==> config.mk <==
export PLATFORM = sky130hd
export DESIGN_NAME = vcps_front_flat
export DESIGN_NICKNAME = d
export VERILOG_FILES = /design/src/vcps_pkg.sv /design/src/vcps_if.sv /design/src/vcps_front.sv /design/src/flat_wrapper.sv
export SDC_FILE = /design/constraint.sdc
export NUM_CORES = 1
export LEC_CHECK = 0
export ABC_AREA = 1
export BUFFER_PORTS_ARGS = -buffer_cell sky130_fd_sc_hd__buf_2
export CORE_AREA = 5 5 233 235
export DETAILED_ROUTE_END_ITERATION = 6
export DIE_AREA = 0 0 238 240
export GPL_TIMING_DRIVEN = 1
export PLACE_DENSITY = 0.56
export SYNTH_ARGS = -nofsm -noshare
export SYNTH_HDL_FRONTEND = slang
export SYNTH_SLANG_ARGS = --single-unit
export TNS_END_PERCENT = 50
==> constraint.sdc <==
create_clock -name clk -period 20.9 [get_ports clk]
set_input_delay 2.09 -clock clk [delete_from_list [all_inputs] [get_ports clk]]
set_output_delay 2.09 -clock clk [all_outputs]
set_load 0.02 [all_outputs]
==> src/vcps_pkg.sv <==
// vcps_pkg: widths, codes, item types and the saturation helper of the
// Verlet particle solver. No dependencies; every other file uses it.
package vcps_pkg;

	localparam int FRAC_BITS  = 12;
	localparam int POS_BITS   = 26;
	localparam int GRAV_W     = 26;
	localparam int ARENA_W    = 25;
	localparam int RAD_W      = 18;
	localparam int DT_W       = 16;
	localparam int CFG_IDX_W  = 3;
	localparam int CFG_DATA_W = 26;

	localparam int DIFF_W     = POS_BITS + 1;   // center differences, limits
	localparam int SQ_W       = 2 * DIFF_W;     // dx*dx + dy*dy
	localparam int REM_W      = SQ_W + 2;       // square root remainder
	localparam int ROOT_W     = DIFF_W;         // distance
	localparam int DEN_W      = ROOT_W + 1;     // divisor (2*dist or dist)
	localparam int PROD_W     = 2 * DIFF_W;     // dx * factor
	localparam int DREM_W     = PROD_W + 2;     // divider remainder
	localparam int QUO_W      = DIFF_W;         // push magnitude
	localparam int DT2_W      = 2 * DT_W;
	localparam int ACC_SHIFT  = DT2_W;
	localparam int ACC_W      = GRAV_W + DT2_W + 1;
	localparam int SAT_W      = POS_BITS + 4;
	localparam int Q_PTR_W    = 2;
	localparam int Q_DEPTH    = 1 << Q_PTR_W;

	typedef logic signed [POS_BITS-1:0] pos_t;
	typedef logic signed [DIFF_W-1:0]   diff_t;
	typedef logic signed [GRAV_W-1:0]   grav_t;
	typedef logic [ARENA_W-1:0]         arena_t;
	typedef logic [RAD_W-1:0]           rad_t;
	typedef logic [DT_W-1:0]            dt_t;
	typedef logic [SQ_W-1:0]            sq_t;
	typedef logic [DEN_W-1:0]           den_t;
	typedef logic signed [PROD_W-1:0]   prod_t;
	typedef logic signed [ACC_W-1:0]    acc_t;
	typedef logic signed [SAT_W-1:0]    wide_t;

	localparam pos_t   POS_MAX    = {1'b0, {(POS_BITS-1){1'b1}}};
	localparam pos_t   POS_MIN    = {1'b1, {(POS_BITS-1){1'b0}}};
	localparam grav_t  GRAV_Y_RST = GRAV_W'(500 << FRAC_BITS);
	localparam arena_t ARENA_RST  = ARENA_W'(1024 << FRAC_BITS);
	localparam acc_t   ACC_HALF   = ACC_W'(64'd1 << (ACC_SHIFT - 1));

	typedef enum logic [1:0] {
		KIND_INTEGRATE = 2'd0,
		KIND_COLLIDE   = 2'd1,
		KIND_ARENA     = 2'd2,
		KIND_NONE      = 2'd3
	} kind_t;

	typedef enum logic [CFG_IDX_W-1:0] {
		CFG_GRAVITY_X = 3'd0,
		CFG_GRAVITY_Y = 3'd1,
		CFG_CENTER_X  = 3'd2,
		CFG_CENTER_Y  = 3'd3,
		CFG_ARENA_R   = 3'd4
	} cfg_idx_t;

	typedef struct packed {
		grav_t  gravity_x;
		grav_t  gravity_y;
		arena_t center_x;
		arena_t center_y;
		arena_t arena_r;
	} cfg_t;

	// classified item as it leaves the front
	typedef struct packed {
		kind_t kind;
		pos_t  px;
		pos_t  py;
		pos_t  qx;
		pos_t  qy;
		pos_t  ox;
		pos_t  oy;
		dt_t   dt;
		diff_t dx;
		diff_t dy;
		diff_t lim;   // reach for a pair, arena_r - radius for the arena
	} item_t;

	// item plus the integrate result, carried down the back pipeline
	typedef struct packed {
		item_t it;
		pos_t  ix;
		pos_t  iy;
	} bctx_t;

	typedef struct packed {
		bctx_t c;
		logic  hit;
		den_t  den;
		logic  negx;
		logic  negy;
	} dmeta_t;

	function automatic pos_t sat_pos(input wide_t v);
		pos_t r;
		if (v > SAT_W'(POS_MAX))
			r = POS_MAX;
		else if (v < SAT_W'(POS_MIN))
			r = POS_MIN;
		else
			r = v[POS_BITS-1:0];
		return r;
	endfunction

endpackage

==> src/vcps_if.sv <==
// vcps_req_if / vcps_rsp_if: valid/ready channels of the particle solver.
// Depends on vcps_pkg.
interface vcps_req_if;
	import vcps_pkg::*;
	logic       valid;
	logic       ready;
	logic [1:0] kind;
	pos_t       pos_x;
	pos_t       pos_y;
	pos_t       prev_x;
	pos_t       prev_y;
	rad_t       radius;
	pos_t       other_x;
	pos_t       other_y;
	rad_t       other_radius;
	dt_t        step_time;

	modport source (output valid, kind, pos_x, pos_y, prev_x, prev_y, radius,
		other_x, other_y, other_radius, step_time, input ready);
	modport sink (input valid, kind, pos_x, pos_y, prev_x, prev_y, radius,
		other_x, other_y, other_radius, step_time, output ready);
endinterface


==> src/vcps_front.sv <==
// vcps_front: accepts request items, decodes the kind and forms the center
// differences and the reach/limit term. Depends on vcps_pkg, vcps_if.
module vcps_front (
	input  logic            clk,
	input  logic            arst_n,
	input  vcps_pkg::cfg_t  cfg,
	vcps_req_if.sink        req,
	output vcps_pkg::item_t item,
	output logic            item_valid,
	input  logic            item_ready
);
	import vcps_pkg::*;

	item_t cls;
	item_t item_q;
	logic  v_q;
	logic  take;

	always_comb begin
		cls.kind = kind_t'(req.kind);
		cls.px   = req.pos_x;
		cls.py   = req.pos_y;
		cls.qx   = req.prev_x;
		cls.qy   = req.prev_y;
		cls.ox   = req.other_x;
		cls.oy   = req.other_y;
		cls.dt   = req.step_time;
		cls.dx   = '0;
		cls.dy   = '0;
		cls.lim  = '0;
		unique case (cls.kind)
			KIND_COLLIDE: begin
				cls.dx  = DIFF_W'(req.pos_x) - DIFF_W'(req.other_x);
				cls.dy  = DIFF_W'(req.pos_y) - DIFF_W'(req.other_y);
				cls.lim = DIFF_W'(req.radius) + DIFF_W'(req.other_radius);
			end
			KIND_ARENA: begin
				cls.dx  = DIFF_W'(req.pos_x) - $signed(DIFF_W'(cfg.center_x));
				cls.dy  = DIFF_W'(req.pos_y) - $signed(DIFF_W'(cfg.center_y));
				cls.lim = $signed(DIFF_W'(cfg.arena_r) - DIFF_W'(req.radius));
			end
			KIND_INTEGRATE, KIND_NONE: ;
		endcase
	end

	assign req.ready  = !v_q || item_ready;
	assign take       = req.valid && req.ready;
	assign item       = item_q;
	assign item_valid = v_q;

	always_ff @(posedge clk or negedge arst_n) begin
		if (!arst_n)
			v_q <= 1'b0;
		else if (take)
			v_q <= 1'b1;
		else if (item_ready)
			v_q <= 1'b0;
	end

	always_ff @(posedge clk) begin
		if (take)
			item_q <= cls;
	end

endmodule

==> src/flat_wrapper.sv <==
// flat-port wrapper written by rule: the top's interface ports become plain ports
module vcps_front_flat import vcps_pkg::*;
  (clk, arst_n, cfg, item, item_valid, item_ready, req_valid, req_kind, req_pos_x, req_pos_y, req_prev_x, req_prev_y, req_radius, req_other_x, req_other_y, req_other_radius, req_step_time, req_ready);
  vcps_req_if req_i ();
  input  logic clk;
  input  logic arst_n;
  input  vcps_pkg::cfg_t cfg;
  output vcps_pkg::item_t item;
  output logic item_valid;
  input  logic item_ready;
  input wire logic [$bits(req_i.valid)-1:0] req_valid;
  input wire logic [$bits(req_i.kind)-1:0] req_kind;
  input wire logic [$bits(req_i.pos_x)-1:0] req_pos_x;
  input wire logic [$bits(req_i.pos_y)-1:0] req_pos_y;
  input wire logic [$bits(req_i.prev_x)-1:0] req_prev_x;
  input wire logic [$bits(req_i.prev_y)-1:0] req_prev_y;
  input wire logic [$bits(req_i.radius)-1:0] req_radius;
  input wire logic [$bits(req_i.other_x)-1:0] req_other_x;
  input wire logic [$bits(req_i.other_y)-1:0] req_other_y;
  input wire logic [$bits(req_i.other_radius)-1:0] req_other_radius;
  input wire logic [$bits(req_i.step_time)-1:0] req_step_time;
  output wire logic [$bits(req_i.ready)-1:0] req_ready;
  assign req_i.valid = req_valid;
  assign req_i.kind = req_kind;
  assign req_i.pos_x = req_pos_x;
  assign req_i.pos_y = req_pos_y;
  assign req_i.prev_x = req_prev_x;
  assign req_i.prev_y = req_prev_y;
  assign req_i.radius = req_radius;
  assign req_i.other_x = req_other_x;
  assign req_i.other_y = req_other_y;
  assign req_i.other_radius = req_other_radius;
  assign req_i.step_time = req_step_time;
  assign req_ready = req_i.ready;
  vcps_front u_core (.clk(clk), .arst_n(arst_n), .cfg(cfg), .req(req_i), .item(item), .item_valid(item_valid), .item_ready(item_ready));
endmodule
==> results.md <==
## Synthesis
- **nets in the synthesized netlist** 1914
- **most used flip-flop cell after synthesis** edfxtp_1
- **share of flip-flops with an asynchronous set or reset after synthesis** 0.00392
- **warnings from Yosys** 0
- **syn_area_per_cell** 9.57 sq um
- **Post-Synthesis Cell Area** 0.0142 sq mm
- **number of instances in the synthesized netlist** 1479
- **number of synthesized flops with an enable pin** 254
- **sequential share of the synthesized area** 0.541
- **count of unique library cells instantiated by Yosys** 42
- **post-synthesis register bit count** 255

## Final layout
- **Final Core Density** 0.359
- **fill count** 5381
- **Layout Area Growth over Synthesis** 32.0%
- **total number of nets in the final design** 2478
- **final antenna diode count** 0
- **ratio of cells with drive above 1 in the final layout** 0.301
- **final std cells w/o fill** 2756

## Timing
- **Relative slew margins** 0.296
- **Fmax** 192 MHz
- **Final Hold Slack** 0.620 ns
- **clk_skew** 0.0130 ns
- **unrepaired setup endpoints after global routing** false
- **final clock period utilization by the worst path** 0.250
- **post-layout min period** 5.22 ns
- **transition time at the pin with the least slew margin** 1.06 ns
- **count of pins over their slew limit** 0
- **final count of negative-setup-slack endpoints** 0
- **setup TNS after final layout** 0 ns
- **endpoints failing hold** 0

## Min path
- **worst min-delay path class** flop to flop

## Place
- **input/output buffers** 545
- **post-DP HPWL** 41500 um
- **total placed cells including tap cells** 2698
- **Final GP Congestion** 0.934

## Detailed routing
- **residual DRC count** 0
- **count of antenna-violating nets left after detailed routing** 0
- **routed via count divided by cell count** 4.58
- **Total Wirelength** 50700 um
- **mean routed wirelength per cell** 18.4 um
- **via count** 12600
- **Detailed Route Iter0 Violations** 732
- **first drt pass iteration count** 5

## Setup path
- **Top cell by count, worst path** nor2_1
- **critical path endpoint** u_core.item[77]
- **reg2reg end** u_core.item[48]
- **critical-path cell list** buf_2 > inv_1 > ha_4 > buf_4 > mux2i_1 > ha_1 > a21oi_1 > o21a_1 > nor2_1 > o21ai_0 > nand4_1 > nand2_1 > nor2_1
- **biggest cell delay along the critical path** 0.61 ns
- **worst-case register-to-register setup slack** 18.41 ns
- **launch point of the worst path** req_kind[0]
- **combined buffer and inverter count along the critical path** 3
- **Largest delay share family, worst path** adder cells
- **number of cells on the worst reg-to-reg path** 2
- **type of destination of the critical path** flop
- **data required time of the worst path** 21.24 ns
- **crit start category** input port
- **cell at the slowest stage of the critical path** buf_4
- **signal arrival time at the worst endpoint** 5.56 ns
- **origin of the critical flop-to-flop path** u_core.item_valid
- **number of logic stages on the critical path including buffering** 13
- **maximum fanout along the worst path** 32
- **WS Path Type** input port to flop

## Clock network
- **clock-pin transition on the worst setup and hold timing paths** 0.06 ns
- **Clock Sink Count** 255
- **TritonCTS clock tree** built
- **# hold bufs at CTS** 0
- **count of cells resized by post-cts repair** 0
- **clock root buffer master** clkbuf_16
- **Num CTS Buffers** 31
- **post-CTS setup buffer count** 0
- **Skew-Pair Late Insertion Delay** 0.58 ns
- **H-tree lvl count** 1
- **CTS max path bufs** 3

## Die
- **Horiz. Die Dim** 238 um
- **num ports** 598
- **floorplan die area** 0.0571 sq mm
- **Chip Height** 240 um
- **placeable core region** 0.0520 sq mm
- **Initial Utilization** 0.272
- **standard-cell row count** 84

## Flow run
- **Max-cap violations** 0

## Global routing
- **maximum number of pins on one net before global-route repair** 160
- **GR Util All Layers** 0.164
- **number of antenna violations at the first check in global routing** 2
- **wire length of the first global-routing pass** 73400 um
- **vias in the first global route** 12800
- **aggregate global routing overflow** 0

## Pwr
- **Leak** 8.50 nW
- **cell area power density** 77.9 mW/mm^2
- **highest ir drop seen on vdd** 0.0548 mV

## Outcome
- **result of the run** completed

-- worst min-delay path by stage --
stage                           start                 to  cells after the start
detailed placement  u_core.item_valid  u_core.item_valid                      2
floorplan           u_core.item_valid  u_core.item_valid                      2
global route        u_core.item_valid  u_core.item_valid                      2
CTS                 u_core.item_valid  u_core.item_valid                      2
finish              u_core.item_valid  u_core.item_valid                      2
global placement    u_core.item_valid  u_core.item_valid                      2
-- sequential cells by signal, indices dropped and copies added, names as in the netlist --
| name | flops |
|---|---|
| u_core.item | 254 |
| u_core.item_valid | 1 |
-- synthesized netlist by cell type (2+ instances only) --
| cell | count | area, sq um |
|---|---|---|
| edfxtp_1 | 254 | 7630 |
| o21bai_1 | 18 | 135 |
| o21a_1 | 8 | 60.1 |
| nand2_2 | 8 | 50.1 |
| nand2_1 | 338 | 1270 |
| a21oi_1 | 146 | 731 |
| nor2_4 | 3 | 33.8 |
| a21oi_2 | 2 | 17.5 |
| or2_2 | 4 | 25.0 |
| fa_1 | 4 | 80.1 |
| nor2_1 | 153 | 574 |
| clkbuf_1 | 4 | 15.0 |
| buf_4 | 3 | 22.5 |
| a21o_1 | 3 | 22.5 |
| nand3b_1 | 8 | 60.1 |
| ha_1 | 90 | 1130 |
| mux2i_1 | 48 | 480 |
| nand3_1 | 87 | 435 |
| buf_2 | 10 | 50.1 |
| nor2_2 | 3 | 18.8 |
| nor3_1 | 19 | 95.1 |
| or2_1 | 2 | 12.5 |
| a31oi_1 | 3 | 18.8 |
| o21bai_2 | 2 | 22.5 |
| o21ai_2 | 2 | 17.5 |
| inv_1 | 157 | 589 |
| nand3_2 | 2 | 20.0 |
| a21boi_0 | 4 | 30.0 |
| o21ai_0 | 68 | 340 |
| nor4_1 | 4 | 25.0 |
| o21ai_1 | 5 | 25.0 |
| nand4_1 | 7 | 43.8 |
-- metrics by stage --
stage | worst slack (ns) | total power, mW | instance area [sq um]
CTS | 15.61 | 1.48 | 18700
global placement | 15.00 | 0.949 | 17700
finish | 15.68 | 1.46 | 18700
floorplan | 5.63 | 0.838 | 14200
global route | 15.40 | 1.54 | 18700
detailed placement | 14.95 | 0.952 | 17700
-- metal layers --
metal,GRT usage,share of wire
met1,0.207,0.42
met3,0.0342,0.073
met4,0.0457,0.027
met5,0,0
met2,0.285,0.48
-- logic make-up after synthesis --
group / after synthesis / share of synthesized area
adders and majority gates: 94 / 0.0852
xor gates and xnor gates: 1 / 0.000619
and+or+nand+nor: 642 / 0.190
AOI/OAI and AO/OA: 262 / 0.101
buffers and inverters: 177 / 0.0488
DFF: 255 / 0.541
muxes: 48 / 0.0339
-- worst reg2reg max path: stages, from the launching register on --
cell,delay (ns)
dfrtp_1,0.42
a21oi_4,0.69
buf_4,0.88
-- layout make-up --
cell class | count | area [sq um] | area share
clock inverters | 16 | 159 | 0.00850
repair buffers | 548 | 2760 | 0.148
inverters | 160 | 603 | 0.0323
flip-flops and latches | 255 | 7650 | 0.409
multi-input cells | 1047 | 5840 | 0.312
clock buffers | 42 | 817 | 0.0437
well taps | 688 | 861 | 0.0461
-- placed cells by master (no fill, tap or decap), drive strengths merged --
cell type  Yosys  final
nand4          7      7
edfxtp       254    254
fa             4      4
o21ai         75     75
nand3         89     89
nor3b          1      1
bufinv         0      2
o21a           8      8
clkinvlp       0      4
nor2         159    159
clkbuf         4     42
a31oi          3      3
a21o           3      3
nor4           4      4
or2            6      6
inv          159    161
ha            90     90
clkinv         1      9
mux2i         48     48
buf           13    548
dfrtp          1      1
nand3b         8      8
a21oi        148    148
a21boi         4      4
o31ai          1      1
nand2        346    346
and3           1      1
and2           2      2
xnor2          1      1
o21bai        20     20
nor3          19     19
-- power breakdown --
part	total [mW]	internal, mW	switching (mW)	leakage (nW)
logic	0.329	0.108	0.222	5.57
clock network	0.517	0.300	0.217	0.463
registers	0.610	0.602	0.00787	2.46
total	1.46	1.01	0.446	8.50
Power figures use the tool's default switching activity.
