`config.mk`:
```
export PLATFORM = sky130hd
export DESIGN_NAME = vcps_queue
export DESIGN_NICKNAME = d
export VERILOG_FILES = /design/src/vcps_pkg.sv /design/src/vcps_queue.sv
export SDC_FILE = /design/constraint.sdc
export NUM_CORES = 1
export LEC_CHECK = 0
export ABC_AREA = 1
export BUFFER_PORTS_ARGS = -buffer_cell sky130_fd_sc_hd__buf_2
export CAP_MARGIN = 0
export CORE_MARGIN = 2
export CORE_UTILIZATION = 50
export DETAILED_ROUTE_END_ITERATION = 10
export PLACE_DENSITY_LB_ADDON = 0.25
export SLEW_MARGIN = 25
export SYNTH_ARGS = -nofsm -noshare
export SYNTH_HDL_FRONTEND = slang
export SYNTH_SLANG_ARGS = --single-unit
```
`constraint.sdc`:
```
create_clock -name clk -period 14.2 [get_ports clk]
set_input_delay 1.42 -clock clk [delete_from_list [all_inputs] [get_ports clk]]
set_output_delay 1.42 -clock clk [all_outputs]
set_load 0.005 [all_outputs]
```
`src/vcps_pkg.sv`:
```
// vcps_pkg: widths, codes, item types and the saturation helper of the
// Verlet particle solver. No dependencies; every other file uses it.
package vcps_pkg;

	localparam int FRAC_BITS  = 12;
	localparam int POS_BITS   = 26;
	localparam int GRAV_W     = 26;
	localparam int ARENA_W    = 25;
	localparam int RAD_W      = 18;
	localparam int DT_W       = 16;
	localparam int CFG_IDX_W  = 3;
	localparam int CFG_DATA_W = 26;

	localparam int DIFF_W     = POS_BITS + 1;   // center differences, limits
	localparam int SQ_W       = 2 * DIFF_W;     // dx*dx + dy*dy
	localparam int REM_W      = SQ_W + 2;       // square root remainder
	localparam int ROOT_W     = DIFF_W;         // distance
	localparam int DEN_W      = ROOT_W + 1;     // divisor (2*dist or dist)
	localparam int PROD_W     = 2 * DIFF_W;     // dx * factor
	localparam int DREM_W     = PROD_W + 2;     // divider remainder
	localparam int QUO_W      = DIFF_W;         // push magnitude
	localparam int DT2_W      = 2 * DT_W;
	localparam int ACC_SHIFT  = DT2_W;
	localparam int ACC_W      = GRAV_W + DT2_W + 1;
	localparam int SAT_W      = POS_BITS + 4;
	localparam int Q_PTR_W    = 2;
	localparam int Q_DEPTH    = 1 << Q_PTR_W;

	typedef logic signed [POS_BITS-1:0] pos_t;
	typedef logic signed [DIFF_W-1:0]   diff_t;
	typedef logic signed [GRAV_W-1:0]   grav_t;
	typedef logic [ARENA_W-1:0]         arena_t;
	typedef logic [RAD_W-1:0]           rad_t;
	typedef logic [DT_W-1:0]            dt_t;
	typedef logic [SQ_W-1:0]            sq_t;
	typedef logic [DEN_W-1:0]           den_t;
	typedef logic signed [PROD_W-1:0]   prod_t;
	typedef logic signed [ACC_W-1:0]    acc_t;
	typedef logic signed [SAT_W-1:0]    wide_t;

	localparam pos_t   POS_MAX    = {1'b0, {(POS_BITS-1){1'b1}}};
	localparam pos_t   POS_MIN    = {1'b1, {(POS_BITS-1){1'b0}}};
	localparam grav_t  GRAV_Y_RST = GRAV_W'(500 << FRAC_BITS);
	localparam arena_t ARENA_RST  = ARENA_W'(1024 << FRAC_BITS);
	localparam acc_t   ACC_HALF   = ACC_W'(64'd1 << (ACC_SHIFT - 1));

	typedef enum logic [1:0] {
		KIND_INTEGRATE = 2'd0,
		KIND_COLLIDE   = 2'd1,
		KIND_ARENA     = 2'd2,
		KIND_NONE      = 2'd3
	} kind_t;

	typedef enum logic [CFG_IDX_W-1:0] {
		CFG_GRAVITY_X = 3'd0,
		CFG_GRAVITY_Y = 3'd1,
		CFG_CENTER_X  = 3'd2,
		CFG_CENTER_Y  = 3'd3,
		CFG_ARENA_R   = 3'd4
	} cfg_idx_t;

	typedef struct packed {
		grav_t  gravity_x;
		grav_t  gravity_y;
		arena_t center_x;
		arena_t center_y;
		arena_t arena_r;
	} cfg_t;

	// classified item as it leaves the front
	typedef struct packed {
		kind_t kind;
		pos_t  px;
		pos_t  py;
		pos_t  qx;
		pos_t  qy;
		pos_t  ox;
		pos_t  oy;
		dt_t   dt;
		diff_t dx;
		diff_t dy;
		diff_t lim;   // reach for a pair, arena_r - radius for the arena
	} item_t;

	// item plus the integrate result, carried down the back pipeline
	typedef struct packed {
		item_t it;
		pos_t  ix;
		pos_t  iy;
	} bctx_t;

	typedef struct packed {
		bctx_t c;
		logic  hit;
		den_t  den;
		logic  negx;
		logic  negy;
	} dmeta_t;

	function automatic pos_t sat_pos(input wide_t v);
		pos_t r;
		if (v > SAT_W'(POS_MAX))
			r = POS_MAX;
		else if (v < SAT_W'(POS_MIN))
			r = POS_MIN;
		else
			r = v[POS_BITS-1:0];
		return r;
	endfunction

endpackage

```
`src/vcps_queue.sv`:
```
// vcps_queue: small FIFO of classified items between front and back.
// Depends on vcps_pkg.
module vcps_queue (
	input  logic            clk,
	input  logic            arst_n,
	input  vcps_pkg::item_t push_item,
	input  logic            push_valid,
	output logic            push_ready,
	output vcps_pkg::item_t pop_item,
	output logic            pop_valid,
	input  logic            pop_ready
);
	import vcps_pkg::*;

	item_t              mem_q [Q_DEPTH];
	logic [Q_PTR_W-1:0] wr_q;
	logic [Q_PTR_W-1:0] rd_q;
	logic [Q_PTR_W:0]   cnt_q;
	logic               push;
	logic               pop;

	assign push_ready = cnt_q != (Q_PTR_W+1)'(Q_DEPTH);
	assign pop_valid  = cnt_q != '0;
	assign pop_item   = mem_q[rd_q];
	assign push       = push_valid && push_ready;
	assign pop        = pop_valid && pop_ready;

	always_ff @(posedge clk or negedge arst_n) begin
		if (!arst_n) begin
			wr_q  <= '0;
			rd_q  <= '0;
			cnt_q <= '0;
		end else begin
			if (push)
				wr_q <= wr_q + 1'b1;
			if (pop)
				rd_q <= rd_q + 1'b1;
			if (push && !pop)
				cnt_q <= cnt_q + 1'b1;
			else if (pop && !push)
				cnt_q <= cnt_q - 1'b1;
		end
	end

	always_ff @(posedge clk) begin
		if (push)
			mem_q[wr_q] <= push_item;
	end

endmodule

```
==> summary.txt, run 1 <==
Wirelength per Cell: 18.02 microns
# H-tree levels: 3
Placed Area: 43890 sq um
Worst reg-to-reg setup slack: 10.33 ns
FP Rows: 104
Overflow after GRT: 0
Post-CTS Resized: 0
Fillers: 6346
Crit-path max FO: 100
Area growth syn-to-layout: 15.96%
Share of cells above drive strength 1: 0.1912
Final period utilization: 0.4092
RSZ-0062 raised after global routing: no
CP endpoint kind: primary output
Worst setup SP type: flip-flop
Met2 wire len: 42110 microns
Vias: 23790
Die height: 289.9 microns
Synth warn: 0
Worst Path Required: 12.78 ns
Initial core utilization: 0.5066
Clock Latency Late Sink: 0.64 ns
Cts bufs inserted: 104
Post-Route WL: 84230 microns
Top Layer Used: met5
Setup CP Type: flip-flop to primary output
Hold Path Sink: cnt_q[2]
Outcome: finished, final reports clean
Internal power: 6.539 mW
Sw frac: 0.3357
Net Switching: 3.304 mW
Hold Path Class: flip-flop to flip-flop
Reg clk slew, reported paths: 0.06 ns
Die area: 84040 sq um
Seq pwr share: 0.418
Core area: 80680 sq um
Global-route wire length before repair: 129700 microns
I/O Pins: 516
Initial antenna violation count: 31
Rel. slew slack: 0.2596
WHS Path Cells: 2
Synthesized net count: 3300
Layout Nets: 3779
CP arrival: 4.39 ns
Register area share after synthesis: 0.7537
Synth cell types: 17
Tmin final: 5.810 ns
CTS tree: built
Largest net degree at the start of global routing: 237
Die span in x: 289.9 microns
Final setup vio count: 0
Gpl congestion: 0.7841
VDD IR-drop max: 0.0001843 V
Maxcap violations: 0
Via density: 5.090
Pre-antenna DRT Iters: 5
ANT nets after route: 0
Power Density: 207.7 nW/um^2
Max-slew violations: 0
GRT Util Overall: 0.1980
# DRC: 0
Setup_tns: 0 ns
Finished Cell Area: 47390 sq um
Vias in the first global route: 22580
Leak: 18.95 nW
Synth Register Bits: 1027
Synthesized cell area: 40870 sq um
Post-DP HPWL: 48990 microns
Reg-to-Reg End: mem_q[0][116]
Hold Crit Start: cnt_q[2]
RR Startpoint: cnt_q[0]
DR iter-0 viols: 1291
Root Buffer: clkbuf_16
Final hold violations: 0
R2R depth: 6
# clock sinks: 1027
Clk pwr share: 0.269
IO buf count: 515
Cells after synthesis: 3035
M1 WL: 33970 microns
CTS Buffer Depth: 3
Combinational Power Share: 0.312
Postcts setup bufs: 0
Cts hold-fix bufs: 0
Fmax: 172.1 MHz
Met3 WL post-DR: 5746 microns
Syn_area_per_cell: 13.47 sq um
Fin Clk Skew: 0.02449 ns
Worst slew pin tran: 1.111 ns
placed cells by master, fill, tap and decap left out, types with 4 or more instances in the layout:
cell,count
buf_12,4
buf_2,515
buf_4,18
bufinv_16,10
clkbuf_1,19
clkbuf_16,105
clkinv_1,33
clkinv_2,12
dfrtp_1,6
diode_2,15
edfxtp_1,1020
ha_1,5
inv_1,524
nand2_1,782
nand3_1,7
nor2_4,4
o211ai_1,510
worst max-delay path, stage by stage, from the launching register on:
cell      delay (ns)
dfrtp_1         0.45
inv_8           0.28
buf_4           0.68
buf_4           0.85
buf_4           0.81
nand2_1         0.11
o211ai_1        0.13
nand2_1         0.09
buf_2           0.15
how the worst max path moves through the flow:
stage | startpoint | endpoint | slack, ns | depth (start not counted)
floorplan | push_valid | mem_q[0][0] | 1.20 | 2
global placement | rd_q[0] | pop_item[100] | 8.73 | 8
detailed placement | rd_q[0] | pop_item[94] | 8.62 | 8
CTS | rd_q[0] | pop_item[82] | 7.89 | 8
global route | rd_q[0] | pop_item[96] | 8.04 | 8
finish | rd_q[0] | pop_item[82] | 8.39 | 8
kinds of logic after synthesis:
| logic type | count (synthesis) | share of synthesized area |
|---|---|---|
| AO/OA/AOI/OAI | 511 | 0.09380 |
| XOR/XNOR | 1 | 0.0002143 |
| adder cells (fa/ha/maj) | 6 | 0.002021 |
| buffers and inverters | 696 | 0.07703 |
| flip-flops | 1027 | 0.7537 |
| AND/OR/NAND/NOR | 794 | 0.07320 |
stage by stage:
stage	util	hold WS, ns	total power [mW]	instances	setup slack [ns]
floorplan	-	0.4628	6.389	3035	1.197
global placement	0.5440	0.4844	7.238	4465	8.733
detailed placement	0.5440	0.4915	7.288	4465	8.616
CTS	0.5858	0.5045	9.947	4655	7.885
global route	0.5873	0.5430	10.42	4669	8.042
finish	0.5874	0.4962	9.844	4673	8.390
per-layer routing:
metal	track usage	vias to the layer above
li1	-	11620
met1	0.2440	11460
met2	0.3367	527
met3	0.05561	151
met4	0.06745	30
met5	0	-
final cells by class:
class	instances	area [sq um]	share of cell area
Inverter	526	1989	0.04198
Antenna cell	15	37.54	0.0007920
Timing Repair Buffer	543	2909	0.06138
Sequential cell	1027	30810	0.6501
Tap cell	1060	1326	0.02799
Clock buffer	126	2726	0.05753
Multi-Input combinational cell	1312	6947	0.1466
Clock inverter	64	648.1	0.01368
power by group through the flow:
stage          logic [mW]  registers, mW  clock network [mW]
3_5_place_dp         3.10           4.18                   0
6_report             3.07           4.12                2.65
2_1_floorplan        1.99           4.40                   0
5_1_grt              3.43           4.16                2.83
4_1_cts              3.12           4.12                2.70
3_3_place_gp         3.07           4.17                   0
synthesized netlist by cell type (all sizes together):
library cell  count  area (sq um)
nand3             7         35.03
edfxtp         1020         30630
dfrtp             7         175.2
ha                5         62.56
nor2              4         15.01
nand4             1         6.260
xnor2             1         8.760
nand2           782          2935
o211ai          510          3829
inv             526          1974
buf             131          1027
o21ai             1         5.000
clkbuf           39         146.4
fa                1         20.02
registers in the layout, summed over array words and instances (netlist names):
name	cells
rd_q	2
mem_q	1020
wr_q	2
cnt_q	3
(Power assumes the default switching activity.)
==> inputs of run 2 (changes only) <==
Settings changed: ABC_AREA 1 to 0.
Clock period 14.2 ns to 5.7 ns, I/O delays scaled along.
==> run 2 against run 1 <==
Global-route usage shrank 0.35 points. Via count shrank 30%. Worst setup slack lost 6.1 ns. Non-clock buffer count shrank 4. Routed wire length shrank 11%. Critical path depth shrank 5. Total power grew 140%. Clock skew shrank 0.0044 ns. Sequential cell count is the same. Synthesized cell count shrank 55%. Combinational power grew 100%. Die area shrank 8.3%. Critical path type unchanged.
==> summary.txt, run 2 <==
Die area: 77050 sq um (-8.3%)
Post-synthesis xor/xnor area fraction: 0.001404 (+0.001190)
Cells after synthesis: 1367 (-55%)
Rel. slew slack: 0.3610 (+0.1015)
Tmin final: 3.446 ns
Biggest regs: mem_q x1020, cnt_q x3
Clock Latency Late Sink: 0.65 ns (about the same)
Worst setup SP type: flip-flop
Post-DP HPWL: 46120 microns (-5.9%)
Die span in x: 277.6 microns (-4.3%)
Share of cells above drive strength 1: 0.4635 (+0.2723)
Main combinational cell family by area after synthesis: multiplexers
Cell taking the most area after synthesis: edfxtp_1
Synthesized net count: 1632 (-51%)
Synth Area in Simple Gates: 0.001371 (-0.07183)
I/O Pins: 516 (unchanged)
CTS tree: built
Hold Path Class: primary input to flip-flop
Leading cell type in the layout, fill and taps excluded: edfxtp_1
Area growth syn-to-layout: 18.48%
CTS Buffer Depth: 3 (unchanged)
Most common cell in the netlist: edfxtp_1
Synth cell types: 20 (+3)
Initial antenna violation count: 22 (-29%)
# H-tree levels: 3 (unchanged)
Post-CTS Resized: 0 (unchanged)
RSZ-0062 raised after global routing: no
EDFF count, synth: 1020 (unchanged)
Area contributors post-synth: edfxtp_1, mux4_2, buf_12
Synthesized cell area: 37420 sq um (-8.4%)
Most frequent cells in the layout: edfxtp_1, buf_2, mux4_2
Slowest CP cell: dfrtp_4
Final setup vio count: 0 (unchanged)
Layout Nets: 2218 (-41%)
IO buf count: 515 (unchanged)
CP endpoint kind: primary output
# clock sinks: 1027 (unchanged)
Vias in the first global route: 17660 (-22%)
Postcts setup bufs: 0 (unchanged)
Wirelength per Cell: 24.76 microns (+37%)
Cts bufs inserted: 102 (-1.9%)
Synth async-reset ratio: 0.006816 (unchanged)
Main flop type after synthesis: edfxtp_1
Post-Route WL: 74790 microns (-11%)
Worst slew pin tran: 0.9585 ns (-0.1522 ns)
Slowest stage delay, CP: 0.81 ns (-0.04 ns)
Synth warn: 0 (unchanged)
Root Buffer: clkbuf_16
Gpl congestion: 0.7841 (unchanged)
Via density: 5.528 (+8.6%)
Reg clk slew, reported paths: 0.06 ns (about the same)
Final period utilization: 0.6046
Vias: 16700 (-30%)
Outcome: finished, final reports clean
Hold slack final: 0.1251 ns (-0.3711 ns)
Register area share after synthesis: 0.8232 (+0.06943)
GRT Util Overall: 0.1945 (-0.003462)
Bufs and invs on worst path: 2 (-3)
Initial core utilization: 0.5035 (-0.003057)
FP Rows: 100 (-3.8%)
Die height: 277.6 microns (-4.3%)
Overflow after GRT: 0 (unchanged)
Post-synthesis mux area share: 0.1541 (+0.1541)
Power Density: 523.8 nW/um^2 (+150%)
Largest net degree at the start of global routing: 112 (-53%)
Share of the synthesized area in the top cell type: 0.8185 (+0.06903)
# DRC: 0 (unchanged)
Setup CP Type: flip-flop to primary output
CP arrival: 2.88 ns (-1.51 ns)
Cts hold-fix bufs: 1 (+1)
Compound-Gate Fraction of Synth Area: 0.0003009 (-0.09350)
Worst Path Required: 5.13 ns (-7.65 ns)
Most frequent cells after synthesis: edfxtp_1, mux4_2, buf_2
Critical path cell sequence: buf_12, mux4_2, buf_2
Max reg flops: 1020 (unchanged)
DR iter-0 viols: 1128 (-13%)
Synth Area in Adders: 0.002207 (+0.0001861)
Fmax: 290.2 MHz
Pre-antenna DRT Iters: 4 (-1)
Synth Register Bits: 1027 (unchanged)
Max-slew violations: 0 (unchanged)
Biggest register: mem_q
Maxcap violations: 0 (unchanged)
Final hold violations: 0 (unchanged)
Global-route wire length before repair: 111500 microns (-14%)
Worst path top cell family by delay: flip-flops
Crit-path max FO: 111 (+11%)
VDD IR-drop max: 0.0003191 V (+73%)
Leak: 15.00 nW (-21%)
Setup_tns: 0 ns (unchanged)
Syn_area_per_cell: 27.38 sq um (+100%)
ANT nets after route: 0 (unchanged)
Fin Clk Skew: 0.02012 ns (-0.004371 ns)
Core area: 74320 sq um (-7.9%)
Fillers: 5224 (-18%)
## run 2: changes by cell type in the layout (fill, tap and decap cells not counted), moves of 5 or more
| cell | before | now |
|---|---|---|
| diode_2 | 15 | 10 |
| clkinv_2 | 12 | 19 |
| nand2_1 | 782 | 2 |
| buf_4 | 18 | 9 |
| clkbuf_1 | 19 | 24 |
| mux4_2 | 0 | 255 |
| clkinv_1 | 33 | 24 |
| inv_1 | 524 | 3 |
| nand3_1 | 7 | 1 |
| o211ai_1 | 510 | 0 |
| buf_12 | 4 | 14 |
## run 2: cell families after synthesis
logic type	after synthesis
flip-flops	1027
XOR/XNOR	6
buffers and inverters	60
AND/OR/NAND/NOR	10
AO/OA/AOI/OAI	1
adder cells (fa/ha/maj)	6
multiplexers	257
## run 2: metal layers
layer / track usage / vias up / routed length, microns
met5: 0 / - / 167
met4: 0.06681 / 26 / 1940
met3: 0.06047 / 145 / 5565
met2: 0.3311 / 485 / 39050
met1: 0.2372 / 8856 / 28070
li1: - / 7184 / -
## run 2: worst paths after layout
path | end | depth (start not counted) | slack [ns] | startpoint
hold reg to reg | cnt_q[2] | 1 | 0.53 | cnt_q[2]
max in group asynchronous | rd_q[0] | 2 | 5.19 | arst_n
setup reg to reg | mem_q[2][104] | 4 | 2.88 | cnt_q[0]
min in group asynchronous | wr_q[1] | 2 | 0.32 | arst_n
hold / removal | mem_q[0][38] | 1 | 0.13 | push_item[38]
setup / recovery | pop_item[23] | 3 | 2.25 | rd_q[1]
## run 2: layout make-up
class / count / area [sq um] / area share
Tap cell: 969 / 1212 / 0.02734
Clock inverter: 61 / 624.3 / 0.01408
Timing Repair Buffer: 539 / 2935 / 0.06620
Multi-Input combinational cell: 280 / 5973 / 0.1347
Antenna cell: 10 / 25.02 / 0.0005644
Inverter: 3 / 11.26 / 0.0002540
Sequential cell: 1027 / 30810 / 0.6949
Clock buffer: 131 / 2745 / 0.06191
## run 2: stage by stage
stage / cell area (sq um) / utilization / instances / worst slack, ns / power (mW)
6_report: 44340 / 0.5966 / 3020 / 2.254 / 23.22
5_1_grt: 44330 / 0.5964 / 3016 / 2.062 / 24.25
4_1_cts: 44310 / 0.5962 / 3010 / 2.177 / 23.62
3_5_place_dp: 40930 / 0.5508 / 2817 / 2.714 / 16.97
3_3_place_gp: 40930 / 0.5508 / 2817 / 2.718 / 16.86
2_1_floorplan: 37430 / - / 1367 / 1.248 / 14.63
## run 2: worst register-to-register path, stage by stage (launching register included)
cell	delay, ns
dfrtp_1	0.43
nor2_1	0.10
a21boi_2	0.34
and2_4	0.84
buf_4	0.69
## run 2: where the power goes
part | leakage, nW | internal [mW] | switching (mW)
Clock | 1.64 | 3.91 | 2.70
Sequential | 9.42 | 9.98 | 0.403
Combinational | 3.94 | 2.95 | 3.29
Total | 15.0 | 16.8 | 6.39
